`src/rtl/tcw_pkg.sv`:
```
`default_nettype none
// ----------------------------------------------------------------------------
// tcw_pkg
// Shared types and constants of the text console writer: command codes,
// character codes, configuration register indexes and the command and
// status bundles between controller and datapath.
// ----------------------------------------------------------------------------
package tcw_pkg;

	// command codes of an input item
	typedef enum logic [1:0] {
		CMD_PUT   = 2'd0,
		CMD_CLEAR = 2'd1,
		CMD_SET   = 2'd2,
		CMD_READ  = 2'd3
	} cmd_t;

	// configuration register indexes
	typedef enum logic [1:0] {
		CFG_ATTR  = 2'd0,
		CFG_SHIFT = 2'd1
	} cfg_idx_t;

	// character codes with a meaning of their own
	localparam logic [7:0] CH_BS        = 8'h08;
	localparam logic [7:0] CH_TAB       = 8'h09;
	localparam logic [7:0] CH_LF        = 8'h0A;
	localparam logic [7:0] CH_CR        = 8'h0D;
	localparam logic [7:0] CH_SPACE     = 8'h20;
	localparam logic [7:0] SHIFT_OFFSET = 8'd32;
	localparam logic [7:0] RESET_ATTR   = 8'h1F;

	// class of a put character
	typedef enum logic [2:0] {
		CL_BS,
		CL_TAB,
		CL_CR,
		CL_LF,
		CL_PRINT,
		CL_OTHER
	} cls_t;

	// where the cell address points
	typedef enum logic [1:0] {
		TS_CURSOR,
		TS_INPUT,
		TS_LINE
	} tsel_t;

	// what a single cell write stores
	typedef enum logic {
		WS_BLANK,
		WS_CHAR
	} wsel_t;

	// controller to datapath
	typedef struct packed {
		logic  latch;
		logic  set_cursor;
		logic  clear_start;
		logic  col_back;
		logic  col_zero;
		logic  col_inc;
		logic  tab_quot;
		logic  col_tab;
		logic  new_line;
		logic  calc_row;
		tsel_t tsel;
		logic  calc_addr;
		logic  line_start;
		logic  mem_write;
		wsel_t wsel;
		logic  mem_read;
		logic  capture;
		logic  sweep_step;
		logic  calc_index;
	} dp_cmd_t;

	// datapath to controller
	typedef struct packed {
		cmd_t cmd;
		cls_t cls;
		logic in_range;
		logic col_over;
		logic row_last;
		logic sweep_last;
	} dp_stat_t;

endpackage
`default_nettype wire

```
`src/rtl/tcw_ctrl.sv`:
```
`default_nettype none
// ----------------------------------------------------------------------------
// tcw_ctrl
// Controller of the text console writer: walks one item through decode,
// tabs, address calculation, cell access, line wrap, scroll, clear and result.
// ----------------------------------------------------------------------------
module tcw_ctrl (
	input  wire logic               clk,
	input  wire logic               arst_n,
	input  wire logic               start,
	output logic                    busy,
	output logic                    done,
	output tcw_pkg::dp_cmd_t        dcmd,
	input  wire tcw_pkg::dp_stat_t  stat
);

	import tcw_pkg::*;

	typedef enum logic [12:0] {
		ST_IDLE    = 13'b0000000000001,
		ST_DECODE  = 13'b0000000000010,
		ST_TABQ    = 13'b0000000000100,
		ST_TABSET  = 13'b0000000001000,
		ST_ROWCALC = 13'b0000000010000,
		ST_ADDR    = 13'b0000000100000,
		ST_ACCESS  = 13'b0000001000000,
		ST_RDWAIT  = 13'b0000010000000,
		ST_CHECK   = 13'b0000100000000,
		ST_NEWLINE = 13'b0001000000000,
		ST_SWEEP   = 13'b0010000000000,
		ST_INDEX   = 13'b0100000000000,
		ST_DONE    = 13'b1000000000000
	} state_t;

	typedef enum logic [1:0] {
		MD_BLANK,
		MD_CHAR,
		MD_READ,
		MD_LINE
	} mode_t;

	state_t state_q, state_d;
	mode_t  mode_q, mode_d;
	logic   init_done_q, init_done_d;

	// next state and datapath commands
	always_comb begin
		state_d     = state_q;
		mode_d      = mode_q;
		init_done_d = init_done_q;
		dcmd        = '0;
		dcmd.tsel   = TS_CURSOR;
		dcmd.wsel   = WS_BLANK;
		unique case (state_q)
			ST_IDLE: begin
				if (start) begin
					dcmd.latch = 1'b1;
					state_d    = ST_DECODE;
				end
			end
			ST_DECODE: begin
				unique case (stat.cmd)
					CMD_PUT: begin
						unique case (stat.cls)
							CL_BS: begin
								dcmd.col_back = 1'b1;
								mode_d        = MD_BLANK;
								state_d       = ST_ROWCALC;
							end
							CL_TAB: begin
								state_d = ST_TABQ;
							end
							CL_CR: begin
								dcmd.col_zero = 1'b1;
								state_d       = ST_INDEX;
							end
							CL_LF: begin
								state_d = ST_NEWLINE;
							end
							CL_PRINT: begin
								mode_d  = MD_CHAR;
								state_d = ST_ROWCALC;
							end
							CL_OTHER: begin
								state_d = ST_INDEX;
							end
							default: begin
								state_d = ST_INDEX;
							end
						endcase
					end
					CMD_CLEAR: begin
						dcmd.clear_start = 1'b1;
						state_d          = ST_SWEEP;
					end
					CMD_SET: begin
						dcmd.set_cursor = 1'b1;
						state_d         = ST_INDEX;
					end
					CMD_READ: begin
						if (stat.in_range) begin
							mode_d  = MD_READ;
							state_d = ST_ROWCALC;
						end else begin
							state_d = ST_INDEX;
						end
					end
					default: begin
						state_d = ST_INDEX;
					end
				endcase
			end
			ST_TABQ: begin
				dcmd.tab_quot = 1'b1;
				state_d       = ST_TABSET;
			end
			ST_TABSET: begin
				dcmd.col_tab = 1'b1;
				state_d      = ST_CHECK;
			end
			ST_ROWCALC: begin
				dcmd.calc_row = 1'b1;
				if (mode_q == MD_READ) begin
					dcmd.tsel = TS_INPUT;
				end else if (mode_q == MD_LINE) begin
					dcmd.tsel = TS_LINE;
				end
				state_d = ST_ADDR;
			end
			ST_ADDR: begin
				dcmd.calc_addr = 1'b1;
				if (mode_q == MD_LINE) begin
					dcmd.line_start = 1'b1;
					state_d         = ST_SWEEP;
				end else begin
					state_d = ST_ACCESS;
				end
			end
			ST_ACCESS: begin
				unique case (mode_q)
					MD_BLANK: begin
						dcmd.mem_write = 1'b1;
						state_d        = ST_INDEX;
					end
					MD_CHAR: begin
						dcmd.mem_write = 1'b1;
						dcmd.wsel      = WS_CHAR;
						dcmd.col_inc   = 1'b1;
						state_d        = ST_CHECK;
					end
					MD_READ: begin
						dcmd.mem_read = 1'b1;
						state_d       = ST_RDWAIT;
					end
					default: begin
						state_d = ST_INDEX;
					end
				endcase
			end
			ST_RDWAIT: begin
				dcmd.capture = 1'b1;
				state_d      = ST_INDEX;
			end
			ST_CHECK: begin
				state_d = stat.col_over ? ST_NEWLINE : ST_INDEX;
			end
			ST_NEWLINE: begin
				dcmd.new_line = 1'b1;
				if (stat.row_last) begin
					mode_d  = MD_LINE;
					state_d = ST_ROWCALC;
				end else begin
					state_d = ST_INDEX;
				end
			end
			ST_SWEEP: begin
				dcmd.sweep_step = 1'b1;
				if (stat.sweep_last) begin
					init_done_d = 1'b1;
					state_d     = init_done_q ? ST_INDEX : ST_IDLE;
				end
			end
			ST_INDEX: begin
				dcmd.calc_index = 1'b1;
				state_d         = ST_DONE;
			end
			ST_DONE: begin
				state_d = ST_IDLE;
			end
			default: begin
				state_d = ST_IDLE;
			end
		endcase
	end

	// state registers, reset starts the power-up clearing pass
	always_ff @(posedge clk or negedge arst_n) begin
		if (!arst_n) begin
			state_q     <= ST_SWEEP;
			mode_q      <= MD_BLANK;
			init_done_q <= 1'b0;
		end else begin
			state_q     <= state_d;
			mode_q      <= mode_d;
			init_done_q <= init_done_d;
		end
	end

	assign busy = (state_q != ST_IDLE);
	assign done = (state_q == ST_DONE);

	a_state_onehot: assert property (@(posedge clk) disable iff (!arst_n)
		$onehot(state_q))
		else $error("controller state is not one-hot");

	a_accept_busy: assert property (@(posedge clk) disable iff (!arst_n)
		(start && !busy) |=> busy)
		else $error("item accepted but block not busy");

	a_single_strobe: assert property (@(posedge clk) disable iff (!arst_n)
		done |=> !done)
		else $error("result strobe longer than one cycle");

	a_idle_col: assert property (@(posedge clk) disable iff (!arst_n)
		(state_q == ST_IDLE) |-> !stat.col_over)
		else $error("cursor column past the screen while idle");

endmodule
`default_nettype wire

```
`config.mk`:
```
export PLATFORM = sky130hd
export DESIGN_NAME = tcw_ctrl
export DESIGN_NICKNAME = d
export VERILOG_FILES = /design/src/rtl/tcw_pkg.sv /design/src/rtl/tcw_ctrl.sv
export SDC_FILE = /design/constraint.sdc
export NUM_CORES = 1
export LEC_CHECK = 0
export BUFFER_PORTS_ARGS = -buffer_cell sky130_fd_sc_hd__buf_4
export CAP_MARGIN = 20
export CORE_UTILIZATION = 50
export DETAILED_ROUTE_END_ITERATION = 8
export PLACE_DENSITY = 0.85
export SYNTH_ARGS = -nofsm -noshare
export SYNTH_HDL_FRONTEND = slang
export SYNTH_SLANG_ARGS = --single-unit
```
`constraint.sdc`:
```
create_clock -name clk -period 3.4 [get_ports clk]
set_clock_uncertainty 0.05 [all_clocks]
set_input_delay 0.51 -clock clk [delete_from_list [all_inputs] [get_ports clk]]
set_output_delay 0.51 -clock clk [all_outputs]
set_load 0.05 [all_outputs]
```
==> results.cfg, run 1 <==
[outcome]
outcome = finished, final reports clean

[grt]
grt_pass1_wl_um = 4850
grt_pass1_vias = 1045
grt_usage = 0.249
antenna_found_initial = 0
grt_max_degree = 17
grt_overflow = 0

[sta]
finalCriticalPeriod_ps = 3160
finalSetupViolations = 0
finalCritPeriodShare = 0.929
hold_viol_final = 0
rsz0062_at_grt = no
tightest_slew_ps = 758
setup_tns_ps = 0
relSlewSlack = 0.490
maxSlewViolCount = 0
final.setup.worst_slack_ps = 242
timing.fmax_mhz = 317

[final_layout]
nNetsFinal = 188
fillers = 194
multiInputGateArea_um2 = 797
ff_latch_area_um2 = 402
syn2layout_area_growth_pct = 18.4
drive_gt1_frac = 0.318
final_cell_mix = buf_4 (33), dfrtp_1 (15), nor2_1 (10)
final_common_cell = buf_4
diodes = 0

[synthesis]
synth_area_per_cell_um2 = 9.10
synth_cell_types = 54
synth_nets = 159
syn_inst = 142
ys_ff_latch = 16
yosysTopAreaCellShare = 0.290
synthesis.area_um2 = 1290
synth_ff_type = dfrtp_1
ys_seq_area_frac = 0.311
yosysWarnings = 0
synth-edff-count = 0
synth.area.top_cells = dfrtp_1 (29%), ha_1 (4.8%), nor4_1 (4.8%)
yosysTopAreaCell = dfrtp_1
async_reset_ff_frac = 1.00

[place]
gp_congestion = 0.925
dp_slack_ps = 570
dpl.hpwl_um = 2320
numPortBuffers = 33

[routing]
first_pass_iters = 4
drc = 0
routed-via-count = 1190
wirelength_um = 2970
antenna_left = 0
via_per_inst = 5.95
drt_iter0_drc = 20
wl_per_cell_um = 14.8

[clocking]
root_buffer = clkbuf_4
cts_buffer_depth = 2
hold_buffers = 0
post_cts_buffers = 0
htreeDepth = 1
numCtsBuffers = 3
worstSkewPairLatency_ps = 290
cts_resized = 0
cts_tree = done
path_clk_slew_ps = 90
clock_sinks = 16

[die]
die_x_um = 52.8
rows = 18
core_um2 = 2450
die-area_um2 = 2790
ios = 34
die_y_um = 52.8
start_util = 0.527

[power]
p_leak_nw = 0.733
ir_drop_v = 0.000474
p_per_area_nw_per_um2 = 495

[worst_hold_path]
hold_path.class = input port to asynchronous set/reset pin

[job]
cap_violations = 0

[worst_setup_path]
end_kind = output pin
arrival_ps = 2600
crit_required_ps = 2840
crit_path_max_fanout = 10
startpoint_type = flip-flop
timing_worst_setup_path_type = flip-flop to output pin
==> worst paths after layout <==
path                              from     endpoint  slack, ps  depth (start not counted)
max reg2reg                 state_q[2]   state_q[0]        970                          4
max in group asynchronous       arst_n  state_q[10]       3040                          1
max                         state_q[2]      dcmd[4]        240                          4
min                             arst_n   state_q[7]         10                          1
min in group clk               stat[5]   state_q[2]        380                          2
min reg2reg                init_done_q  init_done_q        460                          1
==> layout make-up <==
class	count	share of cell area
Clock buffer	4	0.0172
Timing Repair Buffer	33	0.162
Tap cell	30	0.0245
Sequential cell	16	0.262
Inverter	5	0.0131
Multi-Input combinational cell	112	0.521
==> critical path, cell delays in order (launching register included) <==
cell	delay, ps
dfrtp_1	490
or4_4	650
nor4_1	710
and2_1	250
buf_4	210
==> power breakdown <==
part / total, mW / internal [mW] / switching [mW] / leakage [nW]
Combinational: 0.385 / 0.152 / 0.233 / 0.507
Sequential: 0.267 / 0.223 / 0.0437 / 0.212
Clock: 0.105 / 0.0456 / 0.0598 / 0.0150
Total: 0.758 / 0.421 / 0.336 / 0.733
==> sequential cells by signal, summed over array words and instances, names as in the netlist <==
register and cells:
state_q 13, mode_q 2, init_done_q 1
==> synth_stat cells (2+ instances only) <==
library cell	instances
nor3_1	6
xnor2_1	2
o21ai_0	2
o22ai_1	2
inv_1	4
a31oi_1	2
nor2_1	10
and4b_2	3
buf_6	5
nor4bb_1	2
or4_1	2
nand2_1	7
nand3_1	2
or4_4	2
a21oi_1	3
and3_1	2
or4b_2	3
nand2b_1	5
nand4_1	2
nor4b_1	5
nor2b_1	3
and2_1	7
ha_1	5
nor4_1	10
nor3b_1	3
dfrtp_1	15
==> logic make-up after synthesis <==
kind of cell,after synthesis,synth area share
mux,1,0.00774
compound gates,22,0.125
flops,16,0.311
buf+inv,14,0.0823
simple gates,81,0.406
xor+xnor,3,0.0203
fa+ha+maj,5,0.0484
==> through the flow <==
step / power, mW / area (um^2) / hold WS [ps] / utilization / instances
global route: 0.819 / 1530 / 3.23 / 0.623 / 200
detailed placement: 0.654 / 1500 / 336 / 0.613 / 196
floorplan: 0.562 / 1310 / 164 / - / 142
global placement: 0.642 / 1500 / 331 / 0.613 / 196
finish: 0.758 / 1530 / 13.4 / 0.623 / 200
CTS: 0.764 / 1530 / 10.7 / 0.623 / 200
==> metal layers <==
layer / GRT usage / wire (um)
met5: 0 / 0
met2: 0.376 / 1460
met3: 0.0435 / 105
met4: 0.149 / 114
met1: 0.328 / 1290
Power figures use the tool's default switching activity.
==> run 2, diff against run 1 <==
Settings changed: ABC_AREA from default to 1, PLACE_DENSITY 0.85 to 0.86.
==> run 2 against run 1 <==
Effect of this change: worst setup slack gained 690 ps; clock-buffer cell count is the same; register-to-register slack improved by 710 ps; power is 3.5% lower; sequential share of layout area rose by 0.46 points; highest routed layer unchanged; cell area is 1.7% lower; combinational power down 2%; clock power about the same; final cell count grew 21%.
==> results.cfg, run 2 <==
[grt]
grt_pass1_wl_um = 4550
grt_max_degree = 17
grt_usage = 0.233
grt_pass1_vias = 1119
antenna_found_initial = 0
grt_overflow = 0

[place]
gp_congestion = 0.823
numPortBuffers = 33
dpl.hpwl_um = 2240
dp.cells = 238

[routing]
wl_met3_um = 124
wirelength_um = 2750
wl_per_cell_um = 11.4
met1_length_um = 1150
drc = 0
antenna_left = 0
via_per_inst = 5.11
top_layer = met4
met2_length_um = 1410
first_pass_iters = 4
drt_iter0_drc = 28
routed-via-count = 1237

[outcome]
outcome = finished, final reports clean

[synthesis]
yosysWarnings = 0
synth_nets = 195
yosys-top-cells-count = inv_1 (35), nor2_1 (35), nand2_1 (32)
yosysTopAreaCellShare = 0.312
synth_ff_type = dfrtp_1
synth-edff-count = 0
syn_inst = 178
synthesis.area_um2 = 1200
ys_ff_latch = 16
synth_area_per_cell_um2 = 6.76
synth.area.top_cells = dfrtp_1 (31%), inv_1 (11%), nor2_1 (11%)
yosysTopAreaCell = dfrtp_1
ys_seq_area_frac = 0.334
async_reset_ff_frac = 1.00
synth_cell_types = 25

[final_layout]
nNetsFinal = 232
syn2layout_area_growth_pct = 25.1
final_util = 0.673
top_register = state_q
finalNonFillerCells = 242
largest_reg_flops = 13
fillers = 204
diodes = 0
largestRegisters = state_q (13), mode_q (2), init_done_q (1)
drive_gt1_frac = 0.266
final_cell_mix = inv_1 (35), nor2_1 (35), buf_4 (33)

[power]
ir_drop_v = 0.000282
p_per_area_nw_per_um2 = 486
p_leak_nw = 0.900

[worst_setup_path]
crit_family = simple AND/OR/NAND/NOR gates
startpoint_type = flip-flop
timing_worst_setup_path_type = flip-flop to output pin
arrival_ps = 1910
path_cells = nor2_2 > nand2_4 > nor3_4 > inv_1 > nor3_1 > buf_4
end_kind = output pin
crit_buf_inv = 2
worstRegToRegCells = 9
cp_slowest_stage_delay_ps = 420
crit_required_ps = 2840
cp.depth = 6
crit_slowest_cell = dfrtp_1
crit_path_max_fanout = 8

[clocking]
cts_resized = 0
root_buffer = clkbuf_4
post_cts_buffers = 0
path_clk_slew_ps = 100
hold_buffers = 0
htreeDepth = 1
clock_sinks = 16
cts_buffer_depth = 2
cts_tree = done
worstSkewPairLatency_ps = 290
numCtsBuffers = 3

[die]
ios = 34
core_um2 = 2230
die_x_um = 51.0
die-area_um2 = 2610
rows = 17
start_util = 0.538
die_y_um = 51.0

[sta]
maxSlewViolCount = 0
timing.hold.ws_ps = 16.6
rsz0062_at_grt = no
relSlewSlack = 0.785
finalSetupViolations = 0
timing.fmax_mhz = 404
hold_viol_final = 0
finalCriticalPeriod_ps = 2470
tightest_slew_ps = 321
setup_tns_ps = 0
finalCritPeriodShare = 0.727

[worst_hold_path]
hold_path.class = input port to asynchronous set/reset pin

[job]
cap_violations = 0
[run 2: power breakdown]
| group | internal, mW | switching [mW] |
|---|---|---|
| combinational | 0.122 | 0.257 |
| sequential | 0.218 | 0.0290 |
| clock | 0.0455 | 0.0594 |
[run 2: kinds of logic after synthesis]
kind of cell	after synthesis	share of synthesized area
flip-flops	16	0.334
AO/OA/AOI/OAI	13	0.0676
adder cells (fa/ha/maj)	5	0.0520
AND/OR/NAND/NOR	106	0.425
buffers and inverters	38	0.122
[run 2: worst paths after layout]
check | startpoint | slack [ps] | to
max | state_q[6] | 930 | dcmd[18]
min | arst_n | 20 | state_q[9]
max reg2reg | state_q[6] | 1680 | state_q[11]
min reg2reg | init_done_q | 440 | init_done_q
max in group asynchronous | arst_n | 3030 | state_q[10]
min in group clk | stat[6] | 380 | state_q[2]
[run 2: layout make-up]
cell class	count	area [um^2]	area share
Multi-Input combinational cell	124	654	0.435
Sequential cell	16	402	0.267
Tap cell	28	35.0	0.0233
Timing Repair Buffer	33	248	0.165
Clock buffer	4	26.3	0.0175
Inverter	37	139	0.0923
[run 2: metrics by stage]
step	area (um^2)	total power, mW	worst slack (ps)
4_1_cts	1500	0.735	906
3_3_place_gp	1480	0.618	1350
6_report	1500	0.731	928
5_1_grt	1500	0.790	812
3_5_place_dp	1480	0.630	1240
2_1_floorplan	1200	0.537	733
[run 2: worst reg2reg max path, cell delays in order, from the launching register on]
cell	delay, ps
dfrtp_1	420
nor2_2	210
nand2_4	130
nor2_4	190
nand2_1	160
nor2_1	160
inv_1	50
o221ai_1	90
nor2_1	80
nor2_1	110
[run 2: metal layers]
| layer | vias to the layer above | GRT usage |
|---|---|---|
| met4 | 0 | 0.0833 |
| met3 | 8 | 0.0268 |
| met2 | 43 | 0.425 |
| li1 | 617 | - |
| met1 | 569 | 0.278 |
| met5 | - | 0 |
